`src/rtl/nfpa_pkg.sv`:
```
// ----------------------------------------------------------------------------
// nfpa_pkg
// Shared widths, codes and types of the next-fit page pool allocator.
// ----------------------------------------------------------------------------
package nfpa_pkg;

  localparam int PAGE_W     = 8;   // page index
  localparam int CNT_W      = 9;   // page count, holds 256
  localparam int ADDR_W     = 48;  // page address
  localparam int PSIZE_W    = 25;  // page size
  localparam int PROD_W     = PAGE_W + PSIZE_W;
  localparam int WORD_W     = 32;  // pages per bitmap word
  localparam int BIT_W      = 5;   // bit position inside a word
  localparam int CFG_IDX_W  = 2;
  localparam int CFG_DATA_W = 48;
  localparam int OUT_DATA_W = 64;

  // register indexes
  localparam logic [CFG_IDX_W-1:0] CFG_PAGE_COUNT   = 2'd0;
  localparam logic [CFG_IDX_W-1:0] CFG_BASE_ADDRESS = 2'd1;
  localparam logic [CFG_IDX_W-1:0] CFG_PAGE_SIZE    = 2'd2;

  // operation codes
  localparam logic FUNC_GET     = 1'b0;
  localparam logic FUNC_RELEASE = 1'b1;

  typedef enum logic [3:0] {
    ST_IDLE,
    ST_MOD,
    ST_SCAN,
    ST_MUL,
    ST_ADD,
    ST_RCMP,
    ST_RRD,
    ST_RWB,
    ST_FIN
  } nfpa_state_t;

  typedef struct packed {
    logic             go;
    logic [CNT_W-1:0] num;
    logic [CNT_W-1:0] den;
  } nfpa_mod_req_t;

  typedef struct packed {
    logic              done;
    logic [PAGE_W-1:0] rem;
  } nfpa_mod_rsp_t;

endpackage

```
`src/rtl/nfpa_ram.sv`:
```
// ----------------------------------------------------------------------------
// nfpa_ram
// Generic single-write, single-read synchronous RAM with registered read.
// ----------------------------------------------------------------------------
module nfpa_ram #(
  parameter int WIDTH = 32,
  parameter int DEPTH = 8
) (
  input  logic                                  clk,
  input  logic                                  we,
  input  logic [(DEPTH > 1 ? $clog2(DEPTH) : 1)-1:0] waddr,
  input  logic [WIDTH-1:0]                      wdata,
  input  logic [(DEPTH > 1 ? $clog2(DEPTH) : 1)-1:0] raddr,
  output logic [WIDTH-1:0]                      rdata
);

  logic [WIDTH-1:0] mem [DEPTH];

  always_ff @(posedge clk) begin
    if (we) begin
      mem[waddr] <= wdata;
    end
    rdata <= mem[raddr];
  end

endmodule

```
`src/rtl/nfpa_word_find.sv`:
```
// ----------------------------------------------------------------------------
// nfpa_word_find
// Finds the lowest set bit of a bitmap word of candidate pages.
// ----------------------------------------------------------------------------
module nfpa_word_find (
  input  logic [nfpa_pkg::WORD_W-1:0] cand,
  output logic                        found,
  output logic [nfpa_pkg::BIT_W-1:0]  pos
);

  always_comb begin
    pos = '0;
    // walk downward so the lowest set bit wins
    for (int i = nfpa_pkg::WORD_W - 1; i >= 0; i--) begin
      if (cand[i]) begin
        pos = nfpa_pkg::BIT_W'(i);
      end
    end
    found = |cand;
  end

endmodule

```
`src/rtl/nfpa_start_mod.sv`:
```
// ----------------------------------------------------------------------------
// nfpa_start_mod
// Scan start index: (last index + 1) mod page count, one quotient bit a cycle.
// Answers in the cycle after go when the value is already below the count.
// ----------------------------------------------------------------------------
module nfpa_start_mod (
  input  logic                    clk,
  input  logic                    rst_n,
  input  nfpa_pkg::nfpa_mod_req_t req,
  output nfpa_pkg::nfpa_mod_rsp_t rsp
);

  localparam int STEP_W = $clog2(nfpa_pkg::CNT_W + 1);

  logic                        busy_r;
  logic                        done_r;
  logic [STEP_W-1:0]           step_r;
  logic [nfpa_pkg::CNT_W-1:0]  num_r;
  logic [nfpa_pkg::CNT_W-1:0]  den_r;
  logic [nfpa_pkg::CNT_W-1:0]  rem_r;
  logic [nfpa_pkg::CNT_W:0]    trial;
  logic [nfpa_pkg::CNT_W-1:0]  rem_nxt;

  always_comb begin
    trial = {rem_r, num_r[nfpa_pkg::CNT_W-1]};
    if (trial >= {1'b0, den_r}) begin
      rem_nxt = nfpa_pkg::CNT_W'(trial - {1'b0, den_r});
    end else begin
      rem_nxt = nfpa_pkg::CNT_W'(trial);
    end
  end

  always_ff @(posedge clk) begin
    if (!rst_n) begin
      busy_r <= 1'b0;
      done_r <= 1'b0;
    end else begin
      done_r <= 1'b0;
      if (req.go) begin
        if (req.num < req.den) begin
          rem_r  <= req.num;
          done_r <= 1'b1;
        end else begin
          busy_r <= 1'b1;
          rem_r  <= '0;
          num_r  <= req.num;
          den_r  <= req.den;
          step_r <= STEP_W'(nfpa_pkg::CNT_W);
        end
      end else if (busy_r) begin
        rem_r  <= rem_nxt;
        num_r  <= num_r << 1;
        step_r <= step_r - 1'b1;
        if (step_r == STEP_W'(1)) begin
          busy_r <= 1'b0;
          done_r <= 1'b1;
        end
      end
    end
  end

  assign rsp.done = done_r;
  assign rsp.rem  = rem_r[nfpa_pkg::PAGE_W-1:0];

endmodule

```
`src/rtl/next_fit_page_pool_allocator.sv`:
```
// ----------------------------------------------------------------------------
// next_fit_page_pool_allocator
// Next-fit page allocator over a used bitmap held in RAM, 32 pages a word.
//
//   channel  direction  payload
//   in_      slave      tuser: func; tdata: page_address
//   out_     master     tdata: ok, granted_address, page_number
//   cfg_     slave      index 0 page_count, 1 base_address, 2 page_size
//
// Scan start is last index + 1 if below the page count, else (wrap to page
// zero, or a lowered count) nfpa_start_mod works out the remainder.
// A get then streams one bitmap word per cycle (at most (count-1)/32 + 2
// reads, each judged in the next cycle), then the MUL, ADD and FIN states form
// the address and result. A release compares one page address per cycle, up to
// page_count addresses, then a read-modify-write of the bitmap word. One request at a time.
// Reset clears the per-word valid bits at once; there is no clearing pass.
// A finished result waits in the output register while the next request
// is taken; a new result is held until that register is free.
// ----------------------------------------------------------------------------
module next_fit_page_pool_allocator #(
  parameter int MAX_PAGES = 256
) (
  input  logic                              clk,
  input  logic                              rst_n,
  input  logic                              in_tvalid,
  output logic                              in_tready,
  input  logic [nfpa_pkg::ADDR_W-1:0]       in_tdata,   // [47:0] page_address
  input  logic                              in_tuser,   // [0] func
  output logic                              out_tvalid,
  input  logic                              out_tready,
  output logic [nfpa_pkg::OUT_DATA_W-1:0]   out_tdata,  // [0] ok, [48:1] granted_address,
                                                        // [56:49] page_number, [63:57] zero
  input  logic                              cfg_valid,
  output logic                              cfg_ready,
  input  logic [nfpa_pkg::CFG_IDX_W-1:0]    cfg_index,
  input  logic [nfpa_pkg::CFG_DATA_W-1:0]   cfg_data
);

  localparam int PAGE_LIMIT = (MAX_PAGES < 256) ? MAX_PAGES : 256;
  localparam int NWORDS     = (PAGE_LIMIT + nfpa_pkg::WORD_W - 1) / nfpa_pkg::WORD_W;
  localparam int WA_W       = (NWORDS > 1) ? $clog2(NWORDS) : 1;
  localparam logic [nfpa_pkg::CNT_W-1:0]  LIMIT      = nfpa_pkg::CNT_W'(PAGE_LIMIT);
  localparam logic [nfpa_pkg::PAGE_W-1:0] RESET_LAST = nfpa_pkg::PAGE_W'(PAGE_LIMIT - 1);

  // configuration
  logic [nfpa_pkg::CNT_W-1:0]   page_count_r;
  logic [nfpa_pkg::ADDR_W-1:0]  base_r;
  logic [nfpa_pkg::PSIZE_W-1:0] psize_r;
  logic [nfpa_pkg::CNT_W-1:0]   n_eff;

  // allocator state
  nfpa_pkg::nfpa_state_t        state_r, state_nxt;
  logic [nfpa_pkg::PAGE_W-1:0]  last_gr_r;
  logic [nfpa_pkg::PAGE_W-1:0]  last_rel_r;
  logic [NWORDS-1:0]            valid_r;
  logic                         func_r;
  logic [nfpa_pkg::ADDR_W-1:0]  addr_r;
  logic [nfpa_pkg::PAGE_W-1:0]  start_r;
  logic [nfpa_pkg::PAGE_W-1:0]  sel_idx_r;
  logic [nfpa_pkg::PROD_W-1:0]  prod_r;
  logic [nfpa_pkg::ADDR_W-1:0]  sum_r;
  logic [nfpa_pkg::CNT_W-1:0]   cnt_r;

  // bitmap scan pipeline: issue stage and data stage
  logic [WA_W-1:0]              iss_w_r;
  logic                         iss_ph_r;
  logic                         iss_end_r;
  logic                         d_v_r;
  logic [WA_W-1:0]              d_w_r;
  logic                         d_ph_r;
  logic                         d_last_r;

  // result
  logic                         res_ok_r;
  logic [nfpa_pkg::ADDR_W-1:0]  res_addr_r;
  logic [nfpa_pkg::PAGE_W-1:0]  res_page_r;
  logic                         out_valid_r;
  logic                         out_ok_r;
  logic [nfpa_pkg::ADDR_W-1:0]  out_addr_r;
  logic [nfpa_pkg::PAGE_W-1:0]  out_page_r;

  // combinational
  logic                         in_xfer;
  logic                         out_free;
  logic [WA_W-1:0]              w0;
  logic [WA_W-1:0]              wl;
  logic [WA_W-1:0]              rel_w;
  logic                         iss_last;
  logic [WA_W-1:0]              word_w;
  logic [nfpa_pkg::WORD_W-1:0]  ram_rdata;
  logic [nfpa_pkg::WORD_W-1:0]  word_v;
  logic [nfpa_pkg::WORD_W-1:0]  mask;
  logic [nfpa_pkg::WORD_W-1:0]  cand;
  logic                         hit_found;
  logic                         hit;
  logic [nfpa_pkg::BIT_W-1:0]   hit_pos;
  logic [nfpa_pkg::PAGE_W-1:0]  hit_idx;
  logic [nfpa_pkg::CNT_W-1:0]   bit_idx;
  logic [nfpa_pkg::ADDR_W-1:0]  add_sum;
  logic [nfpa_pkg::CNT_W-1:0]   next_idx;
  logic                         ram_we;
  logic [WA_W-1:0]              ram_waddr;
  logic [nfpa_pkg::WORD_W-1:0]  ram_wdata;
  logic [WA_W-1:0]              ram_raddr;
  nfpa_pkg::nfpa_mod_req_t      mod_req;
  nfpa_pkg::nfpa_mod_rsp_t      mod_rsp;

  // ---------------------------------------------------------------- config
  assign cfg_ready = 1'b1;

  always_ff @(posedge clk) begin
    if (!rst_n) begin
      page_count_r <= nfpa_pkg::CNT_W'(256);
      base_r       <= '0;
      psize_r      <= nfpa_pkg::PSIZE_W'(4096);
    end else if (cfg_valid) begin
      unique case (cfg_index)
        nfpa_pkg::CFG_PAGE_COUNT:   page_count_r <= cfg_data[nfpa_pkg::CNT_W-1:0];
        nfpa_pkg::CFG_BASE_ADDRESS: base_r       <= cfg_data[nfpa_pkg::ADDR_W-1:0];
        nfpa_pkg::CFG_PAGE_SIZE:    psize_r      <= cfg_data[nfpa_pkg::PSIZE_W-1:0];
        default: ;
      endcase
    end
  end

  always_comb begin
    if (page_count_r == '0) begin
      n_eff = nfpa_pkg::CNT_W'(1);
    end else if (page_count_r > LIMIT) begin
      n_eff = LIMIT;
    end else begin
      n_eff = page_count_r;
    end
  end

  // ---------------------------------------------------------------- units
  nfpa_start_mod u_start_mod (
    .clk   (clk),
    .rst_n (rst_n),
    .req   (mod_req),
    .rsp   (mod_rsp)
  );

  nfpa_ram #(
    .WIDTH (nfpa_pkg::WORD_W),
    .DEPTH (NWORDS)
  ) u_bitmap (
    .clk   (clk),
    .we    (ram_we),
    .waddr (ram_waddr),
    .wdata (ram_wdata),
    .raddr (ram_raddr),
    .rdata (ram_rdata)
  );

  nfpa_word_find u_word_find (
    .cand  (cand),
    .found (hit_found),
    .pos   (hit_pos)
  );

  // ---------------------------------------------------------------- datapath
  assign in_tready = (state_r == nfpa_pkg::ST_IDLE);
  assign in_xfer   = in_tvalid && in_tready;
  assign out_free  = !out_valid_r || out_tready;

  assign w0       = WA_W'(start_r >> nfpa_pkg::BIT_W);
  assign wl       = WA_W'((n_eff - 1'b1) >> nfpa_pkg::BIT_W);
  assign rel_w    = WA_W'(sel_idx_r >> nfpa_pkg::BIT_W);
  assign iss_last = iss_ph_r && (iss_w_r == w0);
  assign word_w   = (state_r == nfpa_pkg::ST_RWB) ? rel_w : d_w_r;
  assign word_v   = valid_r[word_w] ? ram_rdata : '0;
  assign add_sum  = base_r + nfpa_pkg::ADDR_W'(prod_r);
  assign next_idx = nfpa_pkg::CNT_W'(sel_idx_r) + 1'b1;

  // first pass covers start .. count-1, second pass covers 0 .. start-1
  always_comb begin
    for (int b = 0; b < nfpa_pkg::WORD_W; b++) begin
      bit_idx = (nfpa_pkg::CNT_W'(d_w_r) << nfpa_pkg::BIT_W) | nfpa_pkg::CNT_W'(b);
      if (d_ph_r) begin
        mask[b] = bit_idx < {1'b0, start_r};
      end else begin
        mask[b] = (bit_idx >= {1'b0, start_r}) && (bit_idx < n_eff);
      end
    end
  end

  assign cand    = ~word_v & mask & {nfpa_pkg::WORD_W{d_v_r}};
  assign hit     = (state_r == nfpa_pkg::ST_SCAN) && hit_found;
  assign hit_idx = nfpa_pkg::PAGE_W'((nfpa_pkg::CNT_W'(d_w_r) << nfpa_pkg::BIT_W)
                   | nfpa_pkg::CNT_W'(hit_pos));

  // requests run one at a time, so a bitmap write never meets a pending read
  always_comb begin
    ram_we    = 1'b0;
    ram_waddr = d_w_r;
    ram_wdata = word_v | (nfpa_pkg::WORD_W'(1) << hit_pos);
    ram_raddr = iss_w_r;
    if (state_r == nfpa_pkg::ST_SCAN) begin
      ram_we = hit;
    end else if (state_r == nfpa_pkg::ST_RRD) begin
      ram_raddr = rel_w;
    end else if (state_r == nfpa_pkg::ST_RWB) begin
      ram_we    = 1'b1;
      ram_waddr = rel_w;
      ram_wdata = word_v & ~(nfpa_pkg::WORD_W'(1) << sel_idx_r[nfpa_pkg::BIT_W-1:0]);
    end
  end

  always_comb begin
    mod_req.go  = in_xfer;
    mod_req.den = n_eff;
    if (in_tuser == nfpa_pkg::FUNC_RELEASE) begin
      mod_req.num = nfpa_pkg::CNT_W'(last_rel_r) + 1'b1;
    end else begin
      mod_req.num = nfpa_pkg::CNT_W'(last_gr_r) + 1'b1;
    end
  end

  // ---------------------------------------------------------------- control
  always_ff @(posedge clk) begin
    if (!rst_n) begin
      state_r <= nfpa_pkg::ST_IDLE;
    end else begin
      state_r <= state_nxt;
    end
  end

  always_comb begin
    state_nxt = state_r;
    unique case (state_r)
      nfpa_pkg::ST_IDLE: begin
        if (in_xfer) state_nxt = nfpa_pkg::ST_MOD;
      end
      nfpa_pkg::ST_MOD: begin
        if (mod_rsp.done) begin
          state_nxt = (func_r == nfpa_pkg::FUNC_RELEASE) ? nfpa_pkg::ST_MUL
                                                         : nfpa_pkg::ST_SCAN;
        end
      end
      nfpa_pkg::ST_SCAN: begin
        if (hit) begin
          state_nxt = nfpa_pkg::ST_MUL;
        end else if (d_v_r && d_last_r) begin
          state_nxt = nfpa_pkg::ST_FIN;
        end
      end
      nfpa_pkg::ST_MUL: state_nxt = nfpa_pkg::ST_ADD;
      nfpa_pkg::ST_ADD: begin
        state_nxt = (func_r == nfpa_pkg::FUNC_RELEASE) ? nfpa_pkg::ST_RCMP
                                                       : nfpa_pkg::ST_FIN;
      end
      nfpa_pkg::ST_RCMP: begin
        if (sum_r == addr_r) begin
          state_nxt = nfpa_pkg::ST_RRD;
        end else if (cnt_r == n_eff - 1'b1) begin
          state_nxt = nfpa_pkg::ST_FIN;
        end
      end
      nfpa_pkg::ST_RRD: state_nxt = nfpa_pkg::ST_RWB;
      nfpa_pkg::ST_RWB: state_nxt = nfpa_pkg::ST_FIN;
      nfpa_pkg::ST_FIN: begin
        if (out_free) state_nxt = nfpa_pkg::ST_IDLE;
      end
      default: state_nxt = nfpa_pkg::ST_IDLE;
    endcase
  end

  always_ff @(posedge clk) begin
    if (!rst_n) begin
      last_gr_r   <= RESET_LAST;
      last_rel_r  <= RESET_LAST;
      valid_r     <= '0;
      d_v_r       <= 1'b0;
      iss_end_r   <= 1'b1;
      out_valid_r <= 1'b0;
    end else begin
      if (ram_we) begin
        valid_r[ram_waddr] <= 1'b1;
      end
      if (state_r == nfpa_pkg::ST_FIN && out_free) begin
        out_valid_r <= 1'b1;
      end else if (out_tready) begin
        out_valid_r <= 1'b0;
      end

      unique case (state_r)
        nfpa_pkg::ST_IDLE: begin
          if (in_xfer) begin
            func_r <= in_tuser;
            addr_r <= in_tdata;
          end
        end
        nfpa_pkg::ST_MOD: begin
          d_v_r <= 1'b0;
          if (mod_rsp.done) begin
            start_r   <= mod_rsp.rem;
            sel_idx_r <= mod_rsp.rem;
            iss_w_r   <= WA_W'(mod_rsp.rem >> nfpa_pkg::BIT_W);
            iss_ph_r  <= 1'b0;
            iss_end_r <= 1'b0;
          end
        end
        nfpa_pkg::ST_SCAN: begin
          // stream one word read per cycle, evaluate the word read before
          if (!iss_end_r && !hit) begin
            d_v_r    <= 1'b1;
            d_w_r    <= iss_w_r;
            d_ph_r   <= iss_ph_r;
            d_last_r <= iss_last;
            if (iss_last) begin
              iss_end_r <= 1'b1;
            end else if (!iss_ph_r && iss_w_r == wl) begin
              iss_ph_r <= 1'b1;
              iss_w_r  <= '0;
            end else begin
              iss_w_r <= iss_w_r + 1'b1;
            end
          end else begin
            d_v_r <= 1'b0;
          end
          if (hit) begin
            last_gr_r <= hit_idx;
            sel_idx_r <= hit_idx;
            iss_end_r <= 1'b1;
          end else if (d_v_r && d_last_r) begin
            res_ok_r   <= 1'b0;
            res_addr_r <= '0;
            res_page_r <= '0;
          end
        end
        nfpa_pkg::ST_MUL: begin
          prod_r <= sel_idx_r * psize_r;
        end
        nfpa_pkg::ST_ADD: begin
          sum_r      <= add_sum;
          cnt_r      <= '0;
          res_ok_r   <= 1'b1;
          res_addr_r <= add_sum;
          res_page_r <= sel_idx_r;
        end
        nfpa_pkg::ST_RCMP: begin
          if (sum_r != addr_r) begin
            cnt_r <= cnt_r + 1'b1;
            if (next_idx == n_eff) begin
              sel_idx_r <= '0;
              sum_r     <= base_r;
            end else begin
              sel_idx_r <= nfpa_pkg::PAGE_W'(next_idx);
              sum_r     <= sum_r + nfpa_pkg::ADDR_W'(psize_r);
            end
            if (cnt_r == n_eff - 1'b1) begin
              res_ok_r   <= 1'b0;
              res_addr_r <= '0;
              res_page_r <= '0;
            end
          end
        end
        nfpa_pkg::ST_RRD: ;
        nfpa_pkg::ST_RWB: begin
          last_rel_r <= sel_idx_r;
          res_ok_r   <= 1'b1;
          res_addr_r <= '0;
          res_page_r <= sel_idx_r;
        end
        nfpa_pkg::ST_FIN: begin
          if (out_free) begin
            out_ok_r   <= res_ok_r;
            out_addr_r <= res_addr_r;
            out_page_r <= res_page_r;
          end
        end
        default: ;
      endcase
    end
  end

  assign out_tvalid = out_valid_r;
  assign out_tdata  = {{(nfpa_pkg::OUT_DATA_W - 1 - nfpa_pkg::ADDR_W - nfpa_pkg::PAGE_W){1'b0}},
                       out_page_r, out_addr_r, out_ok_r};

  // ---------------------------------------------------------------- checks
  a_bitmap_write_state: assert property (@(posedge clk) disable iff (!rst_n)
    ram_we |-> (state_r == nfpa_pkg::ST_SCAN || state_r == nfpa_pkg::ST_RWB))
    else $error("bitmap written outside scan or release write-back");

  a_fail_zero: assert property (@(posedge clk) disable iff (!rst_n)
    (out_valid_r && !out_ok_r) |-> (out_addr_r == '0 && out_page_r == '0))
    else $error("failed result carries nonzero address or page");

  a_page_in_pool: assert property (@(posedge clk) disable iff (!rst_n)
    (out_valid_r && out_ok_r) |-> (nfpa_pkg::CNT_W'(out_page_r) < n_eff))
    else $error("result page beyond the pool");

  a_mod_done_state: assert property (@(posedge clk) disable iff (!rst_n)
    mod_rsp.done |-> state_r == nfpa_pkg::ST_MOD)
    else $error("scan start delivered outside start phase");

endmodule
```
`config.mk`:
```
export PLATFORM = sky130hd
export DESIGN_NAME = next_fit_page_pool_allocator
export DESIGN_NICKNAME = d
export VERILOG_FILES = /design/src/rtl/nfpa_pkg.sv /design/src/rtl/nfpa_ram.sv /design/src/rtl/nfpa_word_find.sv /design/src/rtl/nfpa_start_mod.sv /design/src/rtl/next_fit_page_pool_allocator.sv
export SDC_FILE = /design/constraint.sdc
export NUM_CORES = 2
export LEC_CHECK = 0
export ABC_AREA = 1
export ABC_CLOCK_PERIOD_IN_PS = 11700
export CAP_MARGIN = 15
export CORE_UTILIZATION = 50
export CTS_BUF_LIST = sky130_fd_sc_hd__clkbuf_16
export DETAILED_ROUTE_END_ITERATION = 7
export DONT_BUFFER_PORTS = 1
export SYNTH_ARGS = -nofsm -noshare
export SYNTH_HDL_FRONTEND = slang
export SYNTH_SLANG_ARGS = --single-unit
```
`constraint.sdc`:
```
create_clock -name clk -period 11.7 [get_ports clk]
set_input_delay 2.925 -clock clk [delete_from_list [all_inputs] [get_ports clk]]
set_output_delay 2.925 -clock clk [all_outputs]
set_load 0.02 [all_outputs]
```
==> results.tsv <==
stage	metric	value	unit
run_status	status	finished clean	
timing	period_share	0.606	
power_and_ir_drop	p_leak	18.4	nW
setup_path	critPathLaunchType	register	
power_and_ir_drop	ir_drop	0.000176	V
place	hpwl	77400	um
min_path	hp-class	reg -> reg	
logic_synthesis	synth_edf_count	565	
global_route	overflow	0	
cells_and_area	insertedDiodeCount	0	
clock_tree	numCtsBuffers	79	
setup_path	cpMaxStageDelayCell	edfxtp_1	
setup_path	ff2ff_path_depth	24	
routing	vias	29400	
cells_and_area	utilization	0.551	
cells_and_area	synthToLayoutAreaGrowth	8.99	%
logic_synthesis	synth_async_sr_flop_share	0	
setup_path	critPathKind	reg -> reg	
timing	maxSlewHeadroom	0.232	
logic_synthesis	synth_area	0.0399	mm^2
logic_synthesis	ys_ff_latch	712	
timing	slew_violations	0	
cells_and_area	layout_commonest_cell	nand2_1	
routing	ant_nets	0	
min_path	min_to	out_addr_r[5]	
clock_tree	cts_buffer_depth	3	
setup_path	arrival	7.45	ns
place	gp_congestion	0.936	
cells_and_area	num-nets-final	4490	
global_route	grt_pass1_wl	172000	um
power_and_ir_drop	p_per_area	175	mW/mm^2
clock_tree	ctsHoldBuffers	0	
timing	worst_pin_slew	1.15	ns
setup_path	critPathMaxFanout	28	
die	die_h	284	um
global_route	grt_pass1_vias	28300	
routing	drt_wl_total	112000	um
die	dieWidth	284	um
logic_synthesis	ys_top_cells_by_area	edfxtp_1, dfxtp_1, fa_1	
timing	report.final.hold_viol_count	0	
cells_and_area	post_route_cells_drive_above_1_share	0.0629	
timing	fin_tns_setup	0	ns
setup_path	reg2reg_to	prod_r[32]	
logic_synthesis	yosysTopAreaCellShare	0.426	
routing	drc	0	
global_route	grt_start_max_net_pins	103	
global_route	track_usage	0.278	
routing	dr.pass1.iters	6	
clock_tree	post_cts.resized_instances	0	
clock_tree	htreeDepth	3	
die	fp-row-count	103	
timing	rsz0062_at_grt	false	
routing	wl_per_cell	21.5	um
routing	initialDrtViolationCount	2683	
setup_path	cpMostUsedCell	a21oi_1	
setup_path	endpoint_kind	register	
clock_tree	post-cts-setup-buffers	0	
clock_tree	path_clk_slew	0.06	ns
setup_path	critPathBufInv	2	
logic_synthesis	synth_cell_types	66	
logic_synthesis	yosysTopAreaCell	edfxtp_1	
logic_synthesis	yosys_warnings	0	
timing	fin_ws	4.62	ns
setup_path	worst-endpoint-required	12.07	ns
setup_path	reg2reg_setup_slack	4.62	ns
die	ios	171	
timing	fin_skew	0.0310	ns
routing	viasPerCell	5.65	
timing	setup_viol_count_final	0	
place	pre_cts_slack	4.69	ns
clock_tree	cts.sinks	712	
job	cap_violations	0	
timing	fmax	141	MHz
clock_tree	cts_tree	done	
clock_tree	cts-root-buf	clkbuf_16	
setup_path	crit_chain	nand2_1, fa_1, fa_1, inv_1, fa_1, fa_1, ha_1, a21oi_1, o21ai_0, a21oi_1, inv_1, nand2_1, nand2_1, a21o_1, a21oi_1, o21ai_0, a21oi_1, o21ai_0, nand2_1, o211ai_1, a21o_1, a21oi_1, o41ai_1, xor2_1	
place	numPortBuffers	0	
die	die_area	0.0808	mm^2
logic_synthesis	synth-seq-area-share	0.500	
logic_synthesis	dominantRegCellSynth	edfxtp_1	
setup_path	crit_family	compound AO/OA/AOI/OAI gates	
min_path	holdPathStages	0	
cells_and_area	layout_common_cells	nand2_1, edfxtp_1, nor2_1	
logic_synthesis	synth_area_per_cell	9.57	um^2
min_path	min_from	res_addr_r[5]	
timing	period_needed	7.08	ns
logic_synthesis	syn_inst	4164	
clock_tree	insertion_delay	0.65	ns
timing	whs	0.413	ns
setup_path	timing.rr.start	sel_idx_r[7]	
die	start_util	0.505	
die	core	0.0789	mm^2
global_route	antenna_found_initial	6	
setup_path	slowest_delay	1.05	ns
sequential cells by signal, summed over array words and instances (netlist names), 4 cells and up:
signal and count:
addr_r 48, base_r 48, cnt_r 9, last_gr_r 8, last_rel_r 8, out_addr_r 48, out_page_r 8, page_count_r 9
prod_r 33, psize_r 25, res_addr_r 48, res_page_r 8, sel_idx_r 8, start_r 8, state_r 4, sum_r 48
u_bitmap.mem 256, u_bitmap.rdata 32, u_start_mod.den_r 9, u_start_mod.num_r 9, u_start_mod.rem_r 9, u_start_mod.step_r 4, valid_r 8
worst max-delay path by stage:
| stage | cells past startpoint | endpoint | startpoint |
|---|---|---|---|
| final | 24 | prod_r[32] | sel_idx_r[7] |
| after CTS | 28 | prod_r[32] | sel_idx_r[4] |
| after detailed placement | 28 | prod_r[32] | sel_idx_r[4] |
| after floorplan | 3 | cnt_r[0] | rst_n |
| after global placement | 24 | prod_r[32] | sel_idx_r[7] |
| after global routing | 24 | prod_r[32] | sel_idx_r[7] |
metal layers:
layer	up-vias	GRT usage	wire, um
li1	13900	-	-
met3	166	0.0461	8380
met2	1077	0.418	49100
met1	14300	0.414	51800
met5	-	0	13
met4	2	0.0777	2970
report_power, final:
group          switching [mW]  internal [mW]  total [mW]
logic                    1.24          0.598        1.84
clock network            1.05           1.46        2.51
registers               0.200           3.06        3.26
synthesized netlist by cell type (all sizes together), types with 3 or more instances:
master and instances:
nand4 40, a22oi 3, o311ai 3, clkinv 6
o2111ai 8, o211ai 48, mux2i 17, nor4 15
nor2 511, nand3b 5, dfxtp 147, clkbuf 151
ha 148, nand3 114, inv 484, buf 42
xnor2 75, mux2 32, xor2 114, a211oi 7
nand2 686, o21a 14, o21bai 13, o221ai 3
edfxtp 565, a21oi 207, o21ai 398, o22ai 81
a31oi 11, nor3 38, o31ai 10, or2 6
fa 141
final cells by class:
cell class / instances / area, um^2
fill: 7095 / 35400
sequential: 712 / 19900
multi-input combinational: 2775 / 17400
clock buffer: 82 / 2050
inverter: 490 / 1840
tap: 1050 / 1310
clock inverter: 66 / 579
timing repair buffer: 39 / 293
logic make-up after synthesis:
| family | after synthesis | share of synthesized area |
|---|---|---|
| compound gates | 820 | 0.115 |
| buf+inv | 683 | 0.0662 |
| flops | 712 | 0.500 |
| simple gates | 1420 | 0.147 |
| mux | 49 | 0.0133 |
| xor+xnor | 189 | 0.0415 |
| other cells | 2 | 0.000188 |
| fa+ha+maj | 289 | 0.117 |
stage by stage:
stage                     power, mW  cell area (um^2)  instances
after floorplan                4.55             39900       4170
after global placement         5.11             40800       5066
after detailed placement       5.13             40800       5066
after CTS                      7.65             43400       5214
after global routing           7.99             43400       5214
final                          7.61             43400       5214
No activity file was read; power rests on OpenSTA's default activity.
